[src/sv/ldr_pkg.sv]
`timescale 1ns / 1ps
// ----------------------------------------------------------------------------
// ldr_pkg
// Shared types, constants and saturating arithmetic for the lens undistortion
// remap pipeline.
// ----------------------------------------------------------------------------
package ldr_pkg;

	localparam int QW         = 48;
	localparam int CW         = 20;
	localparam int PW         = 11;
	localparam int NUM_W      = 21;
	localparam int MAG_W      = 20;
	localparam int FRAC       = 16;
	localparam int DIV_W      = MAG_W + FRAC;
	localparam int DIV_STEP   = 2;
	localparam int DIV_STAGES = DIV_W / DIV_STEP;
	localparam int LAT_DIV    = DIV_STAGES + 2;
	localparam int HALF_W     = QW / 2;

	typedef logic signed [QW-1:0] q_t;
	typedef logic [2:0]           reg_idx_t;

	localparam q_t Q_LIM  = {1'b0, {(QW-1){1'b1}}};
	localparam q_t Q_NLIM = -Q_LIM;
	localparam q_t Q_ONE  = q_t'(1) <<< FRAC;

	localparam reg_idx_t REG_FOCAL_X = 3'd0;
	localparam reg_idx_t REG_FOCAL_Y = 3'd1;
	localparam reg_idx_t REG_CENTRE_X = 3'd2;
	localparam reg_idx_t REG_CENTRE_Y = 3'd3;
	localparam reg_idx_t REG_RADIAL_1 = 3'd4;
	localparam reg_idx_t REG_RADIAL_2 = 3'd5;
	localparam reg_idx_t REG_TANG_1   = 3'd6;
	localparam reg_idx_t REG_TANG_2   = 3'd7;

	localparam logic [CW-1:0] RST_FOCAL    = 20'd256000;
	localparam logic [CW-1:0] RST_CENTRE_X = 20'd245760;
	localparam logic [CW-1:0] RST_CENTRE_Y = 20'd138240;

	function automatic q_t qadd(q_t a, q_t b);
		logic signed [QW:0] s;
		s = $signed({a[QW-1], a}) + $signed({b[QW-1], b});
		if (s > $signed({Q_LIM[QW-1], Q_LIM}))
			return Q_LIM;
		if (s < $signed({Q_NLIM[QW-1], Q_NLIM}))
			return Q_NLIM;
		return s[QW-1:0];
	endfunction

endpackage

[src/sv/ldr_div.sv]
`timescale 1ns / 1ps
// ----------------------------------------------------------------------------
// ldr_div
// Pipelined restoring divider: signed numerator shifted by the fraction
// width over an unsigned focal length, two quotient bits per stage,
// quotient truncated toward zero.
// ----------------------------------------------------------------------------
module ldr_div (
	input  logic                              clk,
	input  logic                              en,
	input  logic signed [ldr_pkg::NUM_W-1:0]  num,
	input  logic [ldr_pkg::CW-1:0]            den,
	output ldr_pkg::q_t                       quo
);
	import ldr_pkg::*;

	logic [MAG_W-1:0] rem_q  [DIV_STAGES+1];
	logic [DIV_W-1:0] work_q [DIV_STAGES+1];
	logic             neg_q  [DIV_STAGES+1];
	logic [MAG_W-1:0] rem_n  [DIV_STAGES];
	logic [DIV_W-1:0] work_n [DIV_STAGES];
	logic [NUM_W-1:0] mag_in;

	assign mag_in = num[NUM_W-1] ? NUM_W'(-num) : NUM_W'(num);

	always_comb begin
		logic [MAG_W:0]   cand;
		logic [MAG_W-1:0] r;
		logic [DIV_W-1:0] w;
		for (int k = 0; k < DIV_STAGES; k++) begin
			r = rem_q[k];
			w = work_q[k];
			for (int j = 0; j < DIV_STEP; j++) begin
				cand = {r, w[DIV_W-1]};
				w = w << 1;
				if (cand >= {1'b0, den}) begin
					cand = cand - {1'b0, den};
					w[0] = 1'b1;
				end
				r = cand[MAG_W-1:0];
			end
			rem_n[k] = r;
			work_n[k] = w;
		end
	end

	always_ff @(posedge clk) begin
		if (en) begin
			rem_q[0]  <= '0;
			work_q[0] <= {mag_in[MAG_W-1:0], {FRAC{1'b0}}};
			neg_q[0]  <= num[NUM_W-1];
			for (int k = 0; k < DIV_STAGES; k++) begin
				rem_q[k+1]  <= rem_n[k];
				work_q[k+1] <= work_n[k];
				neg_q[k+1]  <= neg_q[k];
			end
			quo <= neg_q[DIV_STAGES] ? -q_t'({{(QW-DIV_W){1'b0}}, work_q[DIV_STAGES]})
				: q_t'({{(QW-DIV_W){1'b0}}, work_q[DIV_STAGES]});
		end
	end

endmodule

[config.mk]
export PLATFORM = sky130hd
export DESIGN_NAME = ldr_div
export DESIGN_NICKNAME = d
export VERILOG_FILES = /design/src/sv/ldr_pkg.sv /design/src/sv/ldr_div.sv
export SDC_FILE = /design/constraint.sdc
export NUM_CORES = 2
export LEC_CHECK = 0
export BUFFER_PORTS_ARGS = -buffer_cell sky130_fd_sc_hd__buf_2
export CAP_MARGIN = 20
export CORE_MARGIN = 5
export CORE_UTILIZATION = 45
export CTS_CLUSTER_DIAMETER = 100
export CTS_CLUSTER_SIZE = 28
export DETAILED_ROUTE_END_ITERATION = 12
export GPL_TIMING_DRIVEN = 0
export SETUP_SLACK_MARGIN = 0.15
export SYNTH_ARGS = -nofsm -noshare
export SYNTH_HDL_FRONTEND = slang
export SYNTH_SLANG_ARGS = --single-unit
[constraint.sdc]
create_clock -name clk -period 8.77 [get_ports clk]
set_clock_uncertainty 0.05 [all_clocks]
set_input_delay 0.4385 -clock clk [delete_from_list [all_inputs] [get_ports clk]]
set_output_delay 0.4385 -clock clk [all_outputs]
set_load 0.02 [all_outputs]
==> flow_metrics.tcl <==
set metrics [dict create \
    first_global_vias 47000 \
    dpl.hpwl_um 121000 \
    critPathMostFrequentCell "buf_2" \
    via_per_inst 5.83 \
    synth_top_family_by_area "compound AO/OA/AOI/OAI gates" \
    syn-num-nets 7051 \
    synth_area_leader_cell "edfxtp_1" \
    yosys-mux-area-fraction_pct 7.57 \
    synth_edf_count 859 \
    fmax_ghz 0.124 \
    postCtsSetupBuffers 0 \
    period_share_pct 91.9 \
    antenna_found_initial 0 \
    setup_tns_ps 0 \
    layout_commonest_cell "edfxtp_1" \
    synth_xor_area_share_pct 7.93 \
    yosysWarnings 0 \
    cts_buffers 47 \
    grt_max_degree 126 \
    max-slew-margin-rel_pct 27.0 \
    io-pin-count 91 \
    ys_ff_latch 859 \
    hp-class "input pin to flip-flop" \
    grt_use_total_pct 21.0 \
    die_x_um 391 \
    cts-root-buf "clkbuf_16" \
    synth_top_flop_cell "edfxtp_1" \
    status "finished clean" \
    yosys.area_share.simple_pct 11.5 \
    worst-path-max-fanout 20 \
    area_delta_synth_final_pct 7.86 \
    synth_adder_area_share_pct 14.1 \
    finalHoldViolations 0 \
    wl_um 165000 \
    chipHeight_um 391 \
    cap_violations 0 \
    async_flop_share_pct 0 \
    yosys-top-cells-area "edfxtp_1 (39%), ha_1 (13%), mux2_2 (7.2%)" \
    via_count 49000 \
    pre_cts_ws_ps -367 \
    cp.required_ps 9160 \
    cp_slowest_cell "a211oi_4" \
    nNetsFinal 7222 \
    synth.cell_area_mm2 0.0655 \
    setup_viol 0 \
    drt-pass1-iter-count 5 \
    instances_no_fill 8403 \
    overflow 0 \
    fin_ws_ps 707 \
    yosysUniqueCellTypes 86 \
    avgSynthCellArea_um2 10.4 \
    synth_cells 6285 \
    layout_common_cells "edfxtp_1 (859), ha_1 (696), a21oi_1 (528)" \
    seq_area_frac_synth_pct 39.4 \
    place_inst 8314 \
    cts_tree "built" \
    worstSetupEndpointType "flip-flop" \
    holdWs_ps 50.4 \
    crit_path_max_incr_delay_ps 580 \
    tightest_slew_ps 1080 \
    cts_max_level 2 \
    grt_use_met2_pct 36.1 \
    use_met3_pct 2.20 \
    clock-sinks 859 \
    die-area_mm2 0.153 \
    rows 140 \
    wl_per_cell_um 19.6 \
    arrival_ps 8450 \
    grt_busiest_layer "met2" \
    cts.path.max_buffers 3 \
    clock_latency_ps 690 \
    use_met1_pct 27.9 \
    drv_slew 0 \
    yosysTopAreaCellShare_pct 39.4 \
    drive_above_1_share_pct 11.2 \
    synth_compound_area_share_pct 17.4 \
    rsz0062_at_grt "false" \
    place_congestion 0.879 \
    start_util_pct 45.1 \
    clkTransAtPathRegs_ps 100 \
    start_kind "input pin" \
    coreArea_mm2 0.145 \
    min_period_ps 8060 \
    grt_pass1_wl_um 258000 \
    path_class "input pin to flip-flop" \
    drc_errors 0 \
    detail-route-antenna-nets 0 \
    io_buffers 89 \
    drtIter0Drc 3253 \
]
## worst paths after layout
check | start | endpoint | slack [ps] | depth (start not counted)
worst max-delay path | den[0] | rem_q[16][11] | 710 | 28
worst min-delay path | num[20] | neg_q[0] | 50 | 1
worst max register to register | rem_q[2][8] | rem_q[3][14] | 1070 | 21
worst min register to register | work_q[7][12] | work_q[8][14] | 360 | 0
## logic make-up (layout without fill, tap and decap cells)
kind of cell | Yosys count | after routing
compound gates | 1760 | 1760
buf+inv | 366 | 566
other cells | 0 | 1
simple gates | 1541 | 1541
xor+xnor | 593 | 593
fa+ha+maj | 723 | 723
flops | 859 | 859
mux | 443 | 443
## synthesized netlist by cell type, drive strengths merged (36+ instances only)
| library cell | n |
|---|---|
| xor2 | 171 |
| o21bai | 85 |
| inv | 255 |
| xnor2 | 422 |
| ha | 696 |
| nor2 | 385 |
| nor3 | 151 |
| and3 | 53 |
| a21o | 249 |
| edfxtp | 859 |
| clkbuf | 86 |
| nand3 | 125 |
| o31ai | 57 |
| nand2 | 385 |
| a211oi | 51 |
| and2 | 36 |
| or3 | 53 |
| mux2 | 416 |
| a31oi | 40 |
| o21a | 86 |
| nor2b | 82 |
| a21oi | 528 |
| nand2b | 54 |
| o21ai | 363 |
| nand4 | 93 |
## repair_timing
item	4_1_cts	5_1_grt
endpoints found under the setup margin	0	52
hold buffers	9	0
gates resized for setup	0	10
endpoints found under the hold margin	9	0
## per-layer routing
metal  share of wire, %  vias up
met5                  0        -
met4                3.1        0
met3                4.3      257
met2                 47     1048
met1                 45    23400
li1                   -    24300
## final cells by class
type	instances	area, um^2
multi-input combinational	5060	38300
sequential	859	25800
clock buffer	47	1180
tap	1917	2400
timing repair buffer	122	1080
antenna	1	2.50
buffer	109	439
clock inverter	31	448
fill	13300	74600
inverter	257	987
## through the flow
stage                     util, %  area [um^2]
after CTS                    48.6        70600
after global routing         48.6        70600
after floorplan                 -        65500
after detailed placement     47.4        68900
after global placement       47.1        68300
final                        48.6        70600
## state kept, by name, summed over array words and instances (netlist names)
name / cells
work_q: 452
rem_q: 340
quo: 48
neg_q: 19
## worst max-delay path, delay by kind of cell
family	cells	cell delay (ps)
buf+inv	10	3400
compound gates	12	3330
fa+ha+maj	2	540
mux	1	370
simple gates	3	230
Power is not shown: default switching activity piles up to over one toggle a cycle in this logic, so the estimate is an artifact.
